===== src/rtl/mi4_pkg.sv =====
// ----------------------------------------------------------------------------
// mi4_pkg
// Shared types, command and status structs, and saturation helper for the
// 4x4 matrix inverse block.
// ----------------------------------------------------------------------------
package mi4_pkg;

  localparam int unsigned IDX_W = 4;
  localparam int unsigned ACC_W = 64;

  typedef enum logic [1:0] {
    A_OPA,
    A_PROD,
    A_ELEM
  } opa_sel_e;

  typedef struct packed {
    logic             clip;
    logic [ACC_W-1:0] val;
  } sat_t;

  typedef struct packed {
    logic             wr_en;
    logic [IDX_W-1:0] wr_addr;
    logic [IDX_W-1:0] rd_addr;
    logic [IDX_W-1:0] cof_addr;
    logic             ld_a;
    opa_sel_e         a_sel;
    logic             b_cof;
    logic             mul_start;
    logic             term_clr;
    logic             term_flag;
    logic             term_add;
    logic             term_neg;
    logic             cof_wr;
    logic             cof_neg;
    logic             det_clr;
    logic             det_flag;
    logic             det_add;
    logic             div_start;
    logic             out_load;
    logic [IDX_W-1:0] out_idx;
  } mi4_cmd_t;

  typedef struct packed {
    logic mul_busy;
    logic div_busy;
    logic det_zero;
    logic out_free;
  } mi4_sts_t;

  // Turns a magnitude and a sign into a value clamped to [-(posmax+1), posmax].
  function automatic sat_t sat_mag(logic [ACC_W-1:0] m, logic neg,
                                   logic [ACC_W-1:0] posmax);
    sat_t         r;
    logic [ACC_W:0] lim;
    lim    = {1'b0, posmax} + {{ACC_W{1'b0}}, 1'b1};
    r.clip = 1'b0;
    r.val  = '0;
    if (!neg) begin
      if (m > posmax) begin
        r.val  = posmax;
        r.clip = 1'b1;
      end else begin
        r.val = m;
      end
    end else begin
      if ({1'b0, m} > lim) begin
        r.val  = '0 - lim[ACC_W-1:0];
        r.clip = 1'b1;
      end else begin
        r.val = '0 - m;
      end
    end
    return r;
  endfunction

endpackage


===== src/rtl/mi4_ctrl.sv =====
// ----------------------------------------------------------------------------
// mi4_ctrl
// Controller: sequences element loading, the six three-factor terms of every
// 3x3 cofactor, the determinant expansion and the sixteen divisions, which are skipped when the determinant is zero.
// ----------------------------------------------------------------------------
module mi4_ctrl
  import mi4_pkg::*;
(
  input  logic     clk_i,
  input  logic     rst_ni,
  input  logic     in_valid_i,
  output logic     in_stall_o,
  input  mi4_sts_t sts_i,
  output mi4_cmd_t cmd_o
);

  typedef enum logic [4:0] {
    S_LOAD, S_RD0, S_RD1, S_MUL1, S_WAIT1, S_MUL2, S_WAIT2, S_ACC, S_COF,
    S_DRD, S_DMUL, S_DWAIT, S_DACC, S_QRD, S_QSTART, S_QWAIT, S_OUT
  } state_e;

  localparam logic [2:0] LastTerm = 3'd5;
  localparam logic [2:0] FirstNeg = 3'd3;

  // Minor row and column of each factor of each det3 term, factor 0 first.
  function automatic logic [11:0] term_map(logic [2:0] k);
    logic [11:0] m;
    unique case (k)
      3'd0:    m = {2'd0, 2'd0, 2'd1, 2'd1, 2'd2, 2'd2};
      3'd1:    m = {2'd1, 2'd0, 2'd2, 2'd1, 2'd0, 2'd2};
      3'd2:    m = {2'd2, 2'd0, 2'd0, 2'd1, 2'd1, 2'd2};
      3'd3:    m = {2'd2, 2'd0, 2'd1, 2'd1, 2'd0, 2'd2};
      3'd4:    m = {2'd1, 2'd0, 2'd0, 2'd1, 2'd2, 2'd2};
      3'd5:    m = {2'd0, 2'd0, 2'd2, 2'd1, 2'd1, 2'd2};
      default: m = '0;
    endcase
    return m;
  endfunction

  function automatic logic [3:0] elem_idx(logic [3:0] n, logic [2:0] k, logic [1:0] f);
    logic [11:0] m;
    logic [3:0]  rc;
    logic [1:0]  rr, cc;
    m = term_map(k);
    unique case (f)
      2'd0:    rc = m[11:8];
      2'd1:    rc = m[7:4];
      default: rc = m[3:0];
    endcase
    rr = rc[3:2] + {1'b0, rc[3:2] >= n[3:2]};
    cc = rc[1:0] + {1'b0, rc[1:0] >= n[1:0]};
    return {rr, cc};
  endfunction

  state_e     state_q, state_d;
  logic [3:0] cnt_q, cnt_d;
  logic [2:0] k_q, k_d;

  always_comb begin
    state_d = state_q;
    cnt_d   = cnt_q;
    k_d     = k_q;
    cmd_o   = '0;
    cmd_o.a_sel    = A_ELEM;
    cmd_o.wr_addr  = cnt_q;
    cmd_o.cof_addr = cnt_q;
    cmd_o.out_idx  = cnt_q;
    cmd_o.rd_addr  = cnt_q;
    unique case (state_q)
      S_LOAD: begin
        cmd_o.wr_en = in_valid_i;
        if (in_valid_i) begin
          cnt_d = cnt_q + 4'd1;
          if (&cnt_q) begin
            k_d     = '0;
            state_d = S_RD0;
          end
        end
      end
      S_RD0: begin
        cmd_o.rd_addr  = elem_idx(cnt_q, k_q, 2'd0);
        cmd_o.term_clr = k_q == '0;
        state_d        = S_RD1;
      end
      S_RD1: begin
        cmd_o.rd_addr = elem_idx(cnt_q, k_q, 2'd1);
        cmd_o.ld_a    = 1'b1;
        state_d       = S_MUL1;
      end
      S_MUL1: begin
        cmd_o.rd_addr   = elem_idx(cnt_q, k_q, 2'd2);
        cmd_o.a_sel     = A_OPA;
        cmd_o.mul_start = 1'b1;
        state_d         = S_WAIT1;
      end
      S_WAIT1: begin
        cmd_o.rd_addr = elem_idx(cnt_q, k_q, 2'd2);
        if (!sts_i.mul_busy) begin
          state_d = S_MUL2;
        end
      end
      S_MUL2: begin
        cmd_o.a_sel     = A_PROD;
        cmd_o.mul_start = 1'b1;
        cmd_o.term_flag = 1'b1;
        state_d         = S_WAIT2;
      end
      S_WAIT2: begin
        if (!sts_i.mul_busy) begin
          state_d = S_ACC;
        end
      end
      S_ACC: begin
        cmd_o.term_add = 1'b1;
        cmd_o.term_neg = k_q >= FirstNeg;
        if (k_q == LastTerm) begin
          k_d     = '0;
          state_d = S_COF;
        end else begin
          k_d     = k_q + 3'd1;
          state_d = S_RD0;
        end
      end
      S_COF: begin
        cmd_o.cof_wr  = 1'b1;
        cmd_o.cof_neg = cnt_q[2] ^ cnt_q[0];
        cnt_d         = cnt_q + 4'd1;
        state_d       = (&cnt_q) ? S_DRD : S_RD0;
      end
      S_DRD: begin
        cmd_o.det_clr = cnt_q == '0;
        state_d       = S_DMUL;
      end
      S_DMUL: begin
        cmd_o.b_cof     = 1'b1;
        cmd_o.mul_start = 1'b1;
        cmd_o.det_flag  = 1'b1;
        state_d         = S_DWAIT;
      end
      S_DWAIT: begin
        if (!sts_i.mul_busy) begin
          state_d = S_DACC;
        end
      end
      S_DACC: begin
        cmd_o.det_add = 1'b1;
        if (cnt_q[1:0] == 2'd3) begin
          cnt_d   = '0;
          state_d = S_QRD;
        end else begin
          cnt_d   = cnt_q + 4'd1;
          state_d = S_DRD;
        end
      end
      S_QRD: begin
        cmd_o.cof_addr = {cnt_q[1:0], cnt_q[3:2]};
        state_d        = S_QSTART;
      end
      S_QSTART: begin
        cmd_o.cof_addr  = {cnt_q[1:0], cnt_q[3:2]};
        cmd_o.div_start = !sts_i.det_zero;
        state_d         = sts_i.det_zero ? S_OUT : S_QWAIT;
      end
      S_QWAIT: begin
        cmd_o.cof_addr = {cnt_q[1:0], cnt_q[3:2]};
        if (!sts_i.div_busy) begin
          state_d = S_OUT;
        end
      end
      S_OUT: begin
        cmd_o.cof_addr = {cnt_q[1:0], cnt_q[3:2]};
        if (sts_i.out_free) begin
          cmd_o.out_load = 1'b1;
          cnt_d          = cnt_q + 4'd1;
          state_d        = (&cnt_q) ? S_LOAD : S_QRD;
        end
      end
      default: state_d = S_LOAD;
    endcase
  end

  always_ff @(posedge clk_i or negedge rst_ni) begin
    if (!rst_ni) begin
      state_q <= S_LOAD;
      cnt_q   <= '0;
      k_q     <= '0;
    end else begin
      state_q <= state_d;
      cnt_q   <= cnt_d;
      k_q     <= k_d;
    end
  end

  assign in_stall_o = state_q != S_LOAD;

endmodule

===== config.mk =====
export PLATFORM = sky130hd
export DESIGN_NAME = mi4_ctrl
export DESIGN_NICKNAME = d
export VERILOG_FILES = /design/src/rtl/mi4_pkg.sv /design/src/rtl/mi4_ctrl.sv
export SDC_FILE = /design/constraint.sdc
export NUM_CORES = 1
export LEC_CHECK = 0
export BUFFER_PORTS_ARGS = -buffer_cell sky130_fd_sc_hd__buf_2
export CORE_ASPECT_RATIO = 1.2
export CORE_UTILIZATION = 45
export CTS_CLUSTER_SIZE = 28
export DETAILED_ROUTE_END_ITERATION = 10
export GPL_ROUTABILITY_DRIVEN = 0
export PLACE_DENSITY = 0.69
export SLEW_MARGIN = 25
export SYNTH_ARGS = -nofsm -noshare
export SYNTH_HDL_FRONTEND = slang
export SYNTH_SLANG_ARGS = --single-unit

===== constraint.sdc =====
create_clock -name clk_i -period 6 [get_ports clk_i]
set_input_delay 0.3 -clock clk_i [delete_from_list [all_inputs] [get_ports clk_i]]
set_output_delay 0.3 -clock clk_i [all_outputs]
set_load 0.005 [all_outputs]

### Word-level counts from Yosys, hierarchy flattened

Index checks and enable logic that the tools add are counted.

| storage, ports and cells | value |
|---|---|
| register bits after elaboration | 12 |
| bits of input ports | 7 |
| output and inout bits | 34 |
| logic and storage cells | 107 |

| operators by class | value |
|---|---|
| add/subtract/negate cells | 10 |
| order comparisons | 9 |
| equality and inequality tests | 29 |
| muxes and demuxes | 42 |
| bitwise logic cells | 1 |
| reduce and logical (&&, ||, !) cells | 13 |

Operators with widths:

| kind | number |
|---|---|
| $pmux 5 s17 | 1 |
| $pmux 12 s6 | 1 |
| $mux 4 | 11 |
| $eq 5x4->1 const B | 8 |
| $mux 5 | 8 |
| $pmux 4 s4 | 2 |
| $eq 5x3->1 const B | 4 |
| $add 2x1->2 | 8 |
| $ge 2x2->1 | 8 |
| $ne 2x2->1 const B | 7 |
| $mux 3 | 4 |
| $mux 1 | 11 |
| $eq 5x2->1 const B | 2 |
| $reduce_and 7->1 | 1 |
| $eq 3x2->1 const B | 2 |
| $eq 3x3->1 const B | 2 |
| $pmux 3 s2 | 1 |
| $reduce_and 3->1 | 2 |
| $eq 5x1->1 const B | 1 |
| $eq 5x5->1 const B | 1 |
| $logic_not 5->1 | 1 |
| $reduce_bool 5->1 | 1 |
| $add 4x1->4 const B | 1 |
| $logic_not 4->1 | 1 |
| other kinds (14) | 15 |

### Depth between registers and ports, before layout

| logic depth | value |
|---|---|
| word-level depth | 6 |
| gate-level depth with buffers | 12 |
| depth with buffers taken out | 11 |

### Worst setup path before layout

Ideal clock, no wire load.

| path | value |
|---|---|
| path kind | register to output |
| from | register k_q[0] |
| to | output cmd_o[27] (netlist bit) |
| arrival | 2,351 ps |
| required time | 5,700 ps |
| slack | 3,349 ps |
| cell stages (with the launch flop) | 12 |
| path buffers | 1 |
| cells stage by stage | dfrtp_1 > clkbuf_1 > and2_1 > ha_1 > nor2_1 > inv_1 > ha_1 > a21o_1 > ha_1 > xor2_1 > nor2_1 > a2111o_1 |

RTL lines:

| element | RTL line | text |
|---|---|---|
| start, declared | mi4_ctrl.sv:57 | `logic [2:0] k_q, k_d;` |
| start signal, assigned | mi4_ctrl.sv:190 | `k_q <= k_d;` |
| end, declared | mi4_ctrl.sv:14 | `output mi4_cmd_t cmd_o` |

==> results.toml <==
[logic_synthesis]
yosys-top-cells-area = "dfrtp_1 (18%), ha_1 (11%), buf_4 (4.6%)"
synth_seq_cells = 12
post-synth-top-count-cell = "nand2_1"
synth.cell_area_sq_um = 1650
register_area_share_after_synthesis = 0.183
synth_edf_count = 0
postSynthAreaPerCell_sq_um = 7.91
synth_commonest_cells = "nand2_1 (18), nor2_1 (16), inv_1 (15), ha_1 (14), dfrtp_1 (12)"
synth.yosys.warnings = 0
mappedNetlistNets = 229
postSynth.asyncResetShare = 1.00
synthesis.instances = 208
yosys_most_used_dff = "dfrtp_1"
portion_of_synthesized_cell_area_occupied_by_the_leading_cell_type = 0.183
synth_largest_area_cell = "dfrtp_1"
post_synth_num_cell_types = 60

[power_and_ir_drop]
leakage_nw = 0.947
worst_ir_drop_vdd_mv = 0.212
power.density_nw_per_um2 = 575
total_power_mw = 1.05

[worst_setup_path]
timing.critical_path.slowest_stage_cell = "dfrtp_1"
arrival_time_of_the_worst_setup_path_ns = 2.80
setup.worst_path.end_class = "output pin"
worstSetupStartpointType = "register"
crit_type = "register to output pin"
worst-path-max-fanout = 13
cell_family_with_most_cp_delay = "adder cells"
cpPeakStageDelay_ns = 0.50
critical-path-top-cell-by-count = "ha_1"
buffering_stage_count_on_the_worst_path_with_inverters_included = 2
critical_path_cell_by_cell = "and2_1 > ha_1 > nor2_1 > inv_1 > ha_1 > a21o_1 > ha_1 > xor2_1 > nor2_1 > a2111o_1 > buf_2"
cp_data_required_time_ns = 5.70

[cells_and_area]
syn_to_final_growth_pct = 10.6
num-nets-final = 254
antenna_cells = 0
final_cells = 269
drive_above_1_share = 0.276

[floorplan]
dieWidth_microns = 57.2
starting_density_of_the_core = 0.480
die-area_sq_um = 3900
fp-row-count = 23
placeable_core_region_sq_um = 3420
ioPinCount = 41
die_h_microns = 68.2

[job]
max_cap_check_violation_count = 0

[place]
place_hpwl_microns = 2860
io_buffer_count = 40
pre_cts_ws_ns = 3.16
dp.cells = 264

[drt]
detail_route.wl_per_cell_microns = 14.2
post-route-drc-count = 1
drt_first_pass_iters = 7
drt-initial-drc-count = 92
detailroute.via_count = 1545
totalWireLength_microns = 3820
viasPerCell = 5.74
drt.antenna.violating_nets = 0

[global_routing]
wire_length_of_the_first_global_routing_pass_microns = 6670
grt_antenna_before_repair = 0
grt_max_degree = 20
number_of_global_route_vias_before_repair = 1407
grt_use_total = 0.218
globalRoute.totalOverflow = 0

[sta]
fmaxAchievable_ghz = 0.323
timing.final.ws_setup_ns = 2.90
report.final.slew_viol_count = 0
fin_tns_setup_ns = 0
setup_violations = 0
setup_repair_after_global_routing_missed_its_margin = "false"
maxSlewHeadroom = 0.414
post-route-period-util = 0.517
hold_viol_final = 0
fin_crit_ns = 3.10
tightest_slew_ns = 0.874
worst_clock_skew_ns = 0.00133

[clocking]
clk_root_buffer_cell = "clkbuf_8"
h_tree_levels = 1
cts.sinks = 12
cts_post_setup_buffers_inserted = 0
insertion_delay_ns = 0.24
cts-buffers-inserted = 3
cts-root-to-sink-buffers = 2
tritoncts = "built"
clock_pin_slew_on_the_worst_setup_and_hold_paths_ns = 0.05

[outcome]
violated_checks = "DRC"
status = "complete, but fails checks"

[worst_hold_path]
min-delay-path-class = "input port to register"
## routing by layer
metal | up-vias | GRT usage | wire, microns
met4 | 0 | 0.0640 | 18
met2 | 56 | 0.374 | 1860
met3 | 2 | 0.0265 | 173
li1 | 787 | - | -
met5 | - | 0 | 0
met1 | 700 | 0.290 | 1770
## cell type report
type	count	area (sq um)
clock buffer	4	55.1
fill	325	1610
multi-input combinational	158	1140
inverter	17	63.8
timing repair buffer	41	210
tap	37	46.3
sequential	12	300
## sequential cells by signal, summed over array words and instances (netlist names)
name and cells:
state_q 5, cnt_q 4, k_q 3
## tightest hold or removal path, cell delays in order
cell and delay [ns]:
buf_2 0.09, nand3b_4 0.15, o41ai_2 0.06
## through the flow
| step | area, sq um | util | hold slack (ns) |
|---|---|---|---|
| after floorplan | 1650 | - | 0.00441 |
| after global placement | 1750 | 0.512 | 0.202 |
| after detailed placement | 1750 | 0.512 | 0.199 |
| after CTS | 1820 | 0.531 | 0.392 |
| after global routing | 1820 | 0.531 | 0.416 |
| final | 1820 | 0.531 | 0.394 |
## report_power, final
group          switching (mW)  total (mW)  leakage [nW]  internal, mW
clock                  0.0309      0.0889        0.0288        0.0580
sequential              0.135       0.250         0.147         0.115
combinational           0.365       0.707         0.771         0.342
total                   0.530        1.05         0.947         0.516
## placed cells by master, fill, tap and decap left out, drive strengths merged, types with 6 or more instances in the layout
cell     n
nand2   19
o21ai   13
nand3    9
dfrtp   12
buf     40
nor2    17
ha      14
a21oi    9
inv     17
nand2b   6
## timing repair
action                    CTS  global route
gates resized for setup     0             0
hold endpoints to repair   12             0
hold buffers                1             0
## final timing paths
check | from | end | slack, ns | depth (start not counted)
worst max register to register | state_q[1] | k_q[1] | 3.68 | 5
min in group asynchronous | rst_ni | cnt_q[0] | 0.47 | 2
worst min-delay path | sts_i[0] | state_q[4] | 0.39 | 3
max in group asynchronous | rst_ni | k_q[0] | 5.31 | 2
worst max-delay path | k_q[0] | cmd_o[27] | 2.90 | 11
worst min register to register | k_q[2] | k_q[2] | 0.66 | 2
## cell families (layout without fill, tap and decap cells)
group / count (synthesis) / after routing / share of synthesized area
buf+inv: 38 / 62 / 0.122
simple gates: 82 / 82 / 0.298
flops: 12 / 12 / 0.183
xor+xnor: 5 / 5 / 0.0266
compound gates: 52 / 52 / 0.229
fa+ha+maj: 14 / 14 / 0.106
mux: 5 / 5 / 0.0350
No activity file was read; power rests on OpenSTA's default activity.
